--- src/brt_pkg.sv ---
// shared types and constants for the binary trie route lookup
`timescale 1ns / 1ps

package brt_pkg;

	localparam int NODE_COUNT_DEF = 4096;
	localparam int ADDR_BITS = 32;

	localparam logic OP_LOOKUP = 1'b0;
	localparam logic OP_INSERT = 1'b1;

	typedef enum logic [1:0] {
		ST_OK         = 2'd0,
		ST_NO_MATCH   = 2'd1,
		ST_TABLE_FULL = 2'd2,
		ST_BAD_LENGTH = 2'd3
	} status_t;

	typedef struct packed {
		logic load;
		logic walk;
		logic emit;
	} ctrl_cmd_t;

	typedef struct packed {
		logic done;
	} ctrl_sts_t;

endpackage

--- src/brt_ctrl.sv ---
// sequencing state machine for the trie walk
`timescale 1ns / 1ps

module brt_ctrl import brt_pkg::*; (
	input  logic      clk,
	input  logic      arst_n,
	input  logic      in_valid,
	output logic      in_stall,
	output logic      out_valid,
	input  logic      out_stall,
	input  ctrl_sts_t sts,
	output ctrl_cmd_t cmd
);

	typedef enum logic [2:0] {
		S_IDLE   = 3'b001,
		S_WALK   = 3'b010,
		S_FINISH = 3'b100
	} state_t;

	state_t state_q;
	state_t state_nxt;
	logic   out_valid_q;

	always_comb begin
		cmd.load = (state_q == S_IDLE) && in_valid;
		cmd.walk = (state_q == S_WALK);
		cmd.emit = (state_q == S_FINISH) && (!out_valid_q || !out_stall);
	end

	always_comb begin
		state_nxt = state_q;
		case (state_q)
			S_IDLE: begin
				if (in_valid) state_nxt = S_WALK;
			end
			S_WALK: begin
				if (sts.done) state_nxt = S_FINISH;
			end
			S_FINISH: begin
				if (cmd.emit) state_nxt = S_IDLE;
			end
			default: state_nxt = S_IDLE;
		endcase
	end

	always_ff @(posedge clk or negedge arst_n) begin
		if (!arst_n) begin
			state_q     <= S_IDLE;
			out_valid_q <= 1'b0;
		end else begin
			state_q <= state_nxt;
			if (cmd.emit) out_valid_q <= 1'b1;
			else if (!out_stall) out_valid_q <= 1'b0;
		end
	end

	assign in_stall  = (state_q != S_IDLE);
	assign out_valid = out_valid_q;

endmodule

--- config.mk ---
export PLATFORM = sky130hd
export DESIGN_NAME = brt_ctrl
export DESIGN_NICKNAME = d
export VERILOG_FILES = /design/src/brt_pkg.sv /design/src/brt_ctrl.sv
export SDC_FILE = /design/constraint.sdc
export NUM_CORES = 1
export LEC_CHECK = 0
export BUFFER_PORTS_ARGS = -buffer_cell sky130_fd_sc_hd__buf_2
export CAP_MARGIN = 20
export CORE_AREA = 5 5 42 44
export DETAILED_ROUTE_END_ITERATION = 16
export DIE_AREA = 0 0 47 49
export RECOVER_POWER = 25
export REMOVE_ABC_BUFFERS = 1
export SYNTH_ARGS = -nofsm -noshare
export SYNTH_HDL_FRONTEND = slang
export SYNTH_SLANG_ARGS = --single-unit
export TNS_END_PERCENT = 20
--- constraint.sdc ---
create_clock -name clk -period 1.4 [get_ports clk]
set_clock_uncertainty 0.05 [all_clocks]
set_input_delay 0.21 -clock clk [delete_from_list [all_inputs] [get_ports clk]]
set_output_delay 0.21 -clock clk [all_outputs]
set_load 0.005 [all_outputs]
==> results of run 1 <==
## power by group
part | internal [uW] | switching, uW
sequential | 158 | 26.7
clock | 107 | 46.0
combinational | 180 | 113
## worst max-delay path by stage
stage	startpoint	end	slack, ns	cells after the start
5_1_grt	state_q[0]$_DFFE_PN1P_	cmd[2]	-0.15	3
3_3_place_gp	state_q[0]$_DFFE_PN1P_	in_stall	0.1	3
6_report	state_q[0]$_DFFE_PN1P_	in_stall	-0.11	3
2_1_floorplan	state_q[0]$_DFFE_PN1P_	in_stall	0.18	2
4_1_cts	state_q[0]$_DFFE_PN1P_	cmd[2]	-0.10	3
3_5_place_dp	state_q[1]$_DFFE_PN0P_	cmd[0]	0.08	3
## sequential cells by signal (all words and copies together) (netlist names)
name and count:
state_q 3, out_valid 1
## final cells by class
cell class,instances,area (um2)
Inverter,1,3.754
Tap cell,16,20.02
Timing Repair Buffer,16,106.4
Clock buffer,4,26.28
Fill cell,159,1032
Multi-Input combinational cell,14,111.4
Sequential cell,4,101.3
## layer usage
| layer | vias to the layer above | part of all wire (%) | track usage [%] |
|---|---|---|---|
| met4 | 0 | 3.5 | 6.912 |
| met2 | 8 | 52 | 8.145 |
| met1 | 109 | 33 | 4.667 |
| met3 | 2 | 11 | 3.690 |
| met5 | - | 0 | 0 |
| li1 | 113 | - | - |
## worst max-delay path, delay by kind of cell (launching register included)
family | cells | cell delay (ns)
flops | 1 | 0.54
simple gates | 1 | 0.31
buf+inv | 2 | 0.18
## layout by cell type, fill, tap and decap left out
cell type      netlist  routed
a211oi_1             1       1
a21oi_1              2       1
a21oi_2              0       1
and3b_2              1       1
and4b_2              1       1
and4bb_2             1       1
buf_2                0       8
buf_4                1       4
buf_6                0       2
clkbuf_1             0       2
clkbuf_4             0       3
dfrtp_1              3       3
dfstp_2              1       1
dlygate4sd3_1        0       1
inv_2                0       1
nand2_1              2       2
nand3b_1             1       1
nor3b_1              1       1
o21a_1               1       1
or3_1                1       1
or3b_1               2       1
or3b_4               0       1
## kinds of logic after synthesis
| logic type | share of synthesized area (%) |
|---|---|
| compound gates | 11.50 |
| buf+inv | 5.172 |
| flops | 46.55 |
| simple gates | 36.79 |
## through the flow
step                      cell area, um2  power [uW]  instances
after floorplan                    210.2       288.4         19
after global routing               369.1       679.6         55
final                              369.1       631.0         55
after CTS                          359.1       608.5         54
after detailed placement           290.3       384.3         46
after global placement             290.3       380.2         46
## what timing repair did
item,in CTS,in global routing
hold endpoints to repair,4,0
buffers inserted,3,1
setup endpoints to repair,4,4
resized for setup,4,1
gates cloned,0,0
hold buffers,1,0
pin swaps,2,0
==> qor.yml, run 1 <==
status:
  outcome: "complete, but fails checks"
  violations: "setup timing"
clock_tree:
  clock_latency_ns: 0.23
  clockBufferDepth: 2
  h-tree-depth: 1
  clock-sinks: 4
  cts_root_buf: "clkbuf_4"
  clk_pin_slew_ns: 0.04
  cts_tree: "yes"
  cts_buffers: 3
critical_path:
  r2r_setup_slack_ns: 0.02
  r2r_start: "state_q[0]$_DFFE_PN1P_"
  critical_path.endpoint_type: "output pin"
  worstReg2RegEnd: "state_q[0]$_DFFE_PN1P_"
  reg2reg_depth: 5
  slowest_stage: "dfstp_2"
  path_class: "flip-flop to output pin"
  cp_max_fo: 3
  arrival_ns: 1.25
  worstPathCellList: "inv_2 > or3_1 > buf_2"
  slowest_delay_ns: 0.54
  startpoint_type: "flip-flop"
  critical_path_required_ns: 1.14
timing:
  fmax_mhz: 664.2
  fin_crit_ns: 1.505
  fin_crit_sh_pct: 107.5
  hold_violations: 0
  rsz0062_at_grt: "true"
  finalSetupViolations: 4
  worstMarginPinSlew_ns: 0.2460
  setup_tns_ns: -0.3039
  final_max_slew_viol_count: 0
  timing.final.ws_setup_ns: -0.1055
  maxSlewHeadroom_pct: 83.50
  timing.hold.ws_ns: 0.1685
synthesis:
  synth-seq-area-share_pct: 46.55
  syn_area_um2: 217.7
  yosysTopAreaCell: "dfrtp_1"
  synth_area_leaders: "dfrtp_1, dfstp_2, or3b_1"
  yosys-top-cells-count: "dfrtp_1, a21oi_1, nand2_1, or3b_1"
  yosysTopAreaCellShare_pct: 34.48
  ys_ff_latch: 4
  synth_edf_count: 0
  yosysMostFrequentCell: "dfrtp_1"
  netlist_instances: 20
  yosys_warnings: 0
  synth.distinct_cells: 15
  syn_avg_cell_area_um2: 10.89
  synth_async_sr_flop_share_pct: 100.0
  dominantRegCellSynth: "dfrtp_1"
drt:
  drtIter0Drc: 2
  wl_per_cell_um: 10.51
  avgViaCountPerCell: 4.218
  drc: 0
  dr.pass1.iters: 2
  drtAntennaViolNets: 0
  vias: 232
  drt-total-wl_um: 578
worst_hold_path:
  hold_path.class: "input port to flip-flop"
  hold_end: "out_valid$_DFFE_PN0P_"
  hold_path.startpoint: "out_stall"
  whs_path_depth: 3
global_route:
  overflow: 0
  grt_pass1_vias: 232
  gr-usage-all-layers_pct: 5.795
  grt_max_degree: 8
  grt_pass1_wl_um: 876
  antenna_found_initial: 0
power:
  vdd_ir_drop_max_uv: 435.7
  cellPowerDensity_nw_per_um2: 1710
  p_leak_uw: 0.0001878
final_layout:
  area_growth_pct: 69.54
  final_nets: 45
  post-route-util_pct: 26.34
  insertedDiodeCount: 0
  drive_above_1_share_pct: 61.54
place:
  place_ws_ns: 0.07557
  place.gp.congestion: 0.6716
  portBuffers: 9
  hpwl_um: 415.4
floorplanning:
  start_util_pct: 15.54
  die-area_um2: 2303
  ios: 10
  core_um2: 1401
  num_rows: 14
  die_h_um: 49
  die-width_um: 47
job:
  drv_cap: 0
No activity file was read; power rests on OpenSTA's default activity.
==> run 2: changes to the inputs <==
--- a/config.mk
+++ b/config.mk
@@ -8,10 +8,12 @@
 export BUFFER_PORTS_ARGS = -buffer_cell sky130_fd_sc_hd__buf_2
 export CAP_MARGIN = 20
 export CORE_AREA = 5 5 42 44
+export CTS_BUF_LIST = sky130_fd_sc_hd__clkbuf_8 sky130_fd_sc_hd__clkbuf_16
 export DETAILED_ROUTE_END_ITERATION = 16
 export DIE_AREA = 0 0 47 49
 export RECOVER_POWER = 25
 export REMOVE_ABC_BUFFERS = 1
+export SLEW_MARGIN = 15
 export SYNTH_ARGS = -nofsm -noshare
 export SYNTH_HDL_FRONTEND = slang
 export SYNTH_SLANG_ARGS = --single-unit
==> run 2 against run 1 <==
Effect of this change:
- the flow still finishes with violations (setup timing)
- first-iteration DRC count is 100% lower
- core utilization is 1.3 points higher
- die area stayed put
- sequential cell count stayed put
- cell count stayed put
- power is 15% higher
- critical path type unchanged
- largest cell class unchanged
==> qor.yml, run 2 (synthesis gave the netlist of run 1 again) <==
global_route:
  grt_max_degree: 8
  antenna_found_initial: 0
  grt_pass1_vias: 234
  gr-usage-all-layers_pct: 6.007
  grt_pass1_wl_um: 917
  overflow: 0
timing:
  maxSlewHeadroom_pct: 83.50
  hold_violations: 0
  fin_crit_ns: 1.486
  fin_crit_sh_pct: 106.1
  final_max_slew_viol_count: 0
  timing.final.ws_setup_ns: -0.08585
  worstMarginPinSlew_ns: 0.2459
  finalSetupViolations: 3
  rsz0062_at_grt: "true"
  fmax_mhz: 673.0
power:
  cellPowerDensity_nw_per_um2: 1865
  p_leak_uw: 0.0001997
  vdd_ir_drop_max_uv: 520.7
  total_power_uw: 723.3
place:
  portBuffers: 9
  hpwl_um: 415.4
  place.gp.congestion: 0.6716
  placed_area_um2: 290.3
drt:
  wl_per_cell_um: 10.67
  dr.pass1.iters: 1
  drc: 0
  drtIter0Drc: 0
  drtAntennaViolNets: 0
  vias: 228
  drt-total-wl_um: 587
  avgViaCountPerCell: 4.145
final_layout:
  num-fill-cells: 159
  final_common_cell: "buf_2"
  seq_area_um2: 101.3
  largest_reg_flops: 3
  area_growth_pct: 78.16
  multiInputGateArea_um2: 111.4
  drive_above_1_share_pct: 61.54
  final_area_um2: 387.9
  final_cell_mix: "buf_2, buf_4, clkbuf_8, dfrtp_1"
  final_nets: 45
  insertedDiodeCount: 0
  regMostFlops: "state_q"
floorplanning:
  die-area_um2: 2303
  die_h_um: 49
  die-width_um: 47
  ios: 10
  num_rows: 14
  start_util_pct: 15.54
  core_um2: 1401
critical_path:
  startpoint_type: "flip-flop"
  arrival_ns: 1.23
  path_class: "flip-flop to output pin"
  critical_path_required_ns: 1.14
  cp_max_fo: 4
  critical_path.endpoint_type: "output pin"
worst_hold_path:
  hold_path.class: "input port to flip-flop"
clock_tree:
  clock-sinks: 4
  clockBufferDepth: 2
  cts_root_buf: "clkbuf_8"
  h-tree-depth: 1
  clk_pin_slew_ns: 0.03
  clock_latency_ns: 0.21
  cts_buffers: 3
  cts_tree: "yes"
job:
  drv_cap: 0
status:
  outcome: "complete, but fails checks"
  violations: "setup timing"
[run 2: changes by cell type in the layout (fill, tap and decap cells not counted), sizes merged]
cell / change
inv: +1
clkbuf: -1
[run 2: report_power, final]
group          internal (uW)  leakage (uW)  switching, uW
clock network            187     0.0000269           58.1
registers                159     0.0000510           26.8
logic                    180      0.000122            113
[run 2: through the flow]
stage,utilization (%),hold slack [ns],instances,setup WS [ns],TNS (ns)
after global placement,20.71,-0.03343,46,0.09677,0
final,27.68,0.1873,55,-0.08585,-0.2412
after detailed placement,20.71,-0.02942,46,0.07557,0
after global routing,27.68,0.2023,55,-0.1318,-0.5179
after CTS,26.96,0.1864,54,-0.07690,-0.2166
after floorplan,-,-0.1356,19,0.1771,0
[run 2: path summary, 6_finish.rpt]
path	startpoint	end	slack [ns]	depth (start not counted)
max	state_q[0]$_DFFE_PN1P_	cmd[2]	-0.09	3
max reg2reg	state_q[0]$_DFFE_PN1P_	state_q[0]$_DFFE_PN1P_	0.02	5
min in group asynchronous	arst_n	state_q[2]$_DFFE_PN0P_	0.30	2
min	out_stall	out_valid$_DFFE_PN0P_	0.19	3
max in group asynchronous	arst_n	state_q[0]$_DFFE_PN1P_	0.74	2
min reg2reg	out_valid$_DFFE_PN0P_	out_valid$_DFFE_PN0P_	0.47	2
[run 2: per-layer routing]
layer	vias to the layer above	share of wire [%]	global-route usage, %
met1	106	35	5.333
met2	8	51	8.145
met5	-	0	0
li1	112	-	-
met3	2	11	3.690
met4	0	3.4	6.912
[run 2: layout make-up]
class                           instances  share of cell area [%]
Multi-Input combinational cell         14                   28.71
Timing Repair Buffer                   16                   27.42
Inverter                                1                  0.9677
Tap cell                               16                   5.161
Clock buffer                            3                   10.65
Clock inverter                          1                  0.9677
Sequential cell                         4                   26.13
[run 2: repair_timing]
action	CTS	global route
hold buffers	1	0
gates resized for setup	4	1
pin swaps	2	0
gates cloned	0	0
setup buffers	3	1
endpoints found under the setup margin	3	4
hold endpoints to repair	4	0
[run 2: worst max-delay path, cell delays in order (launching register included)]
cell and delay, ns:
dfstp_2 0.54, buf_4 0.12, and4bb_2 0.24, buf_2 0.12
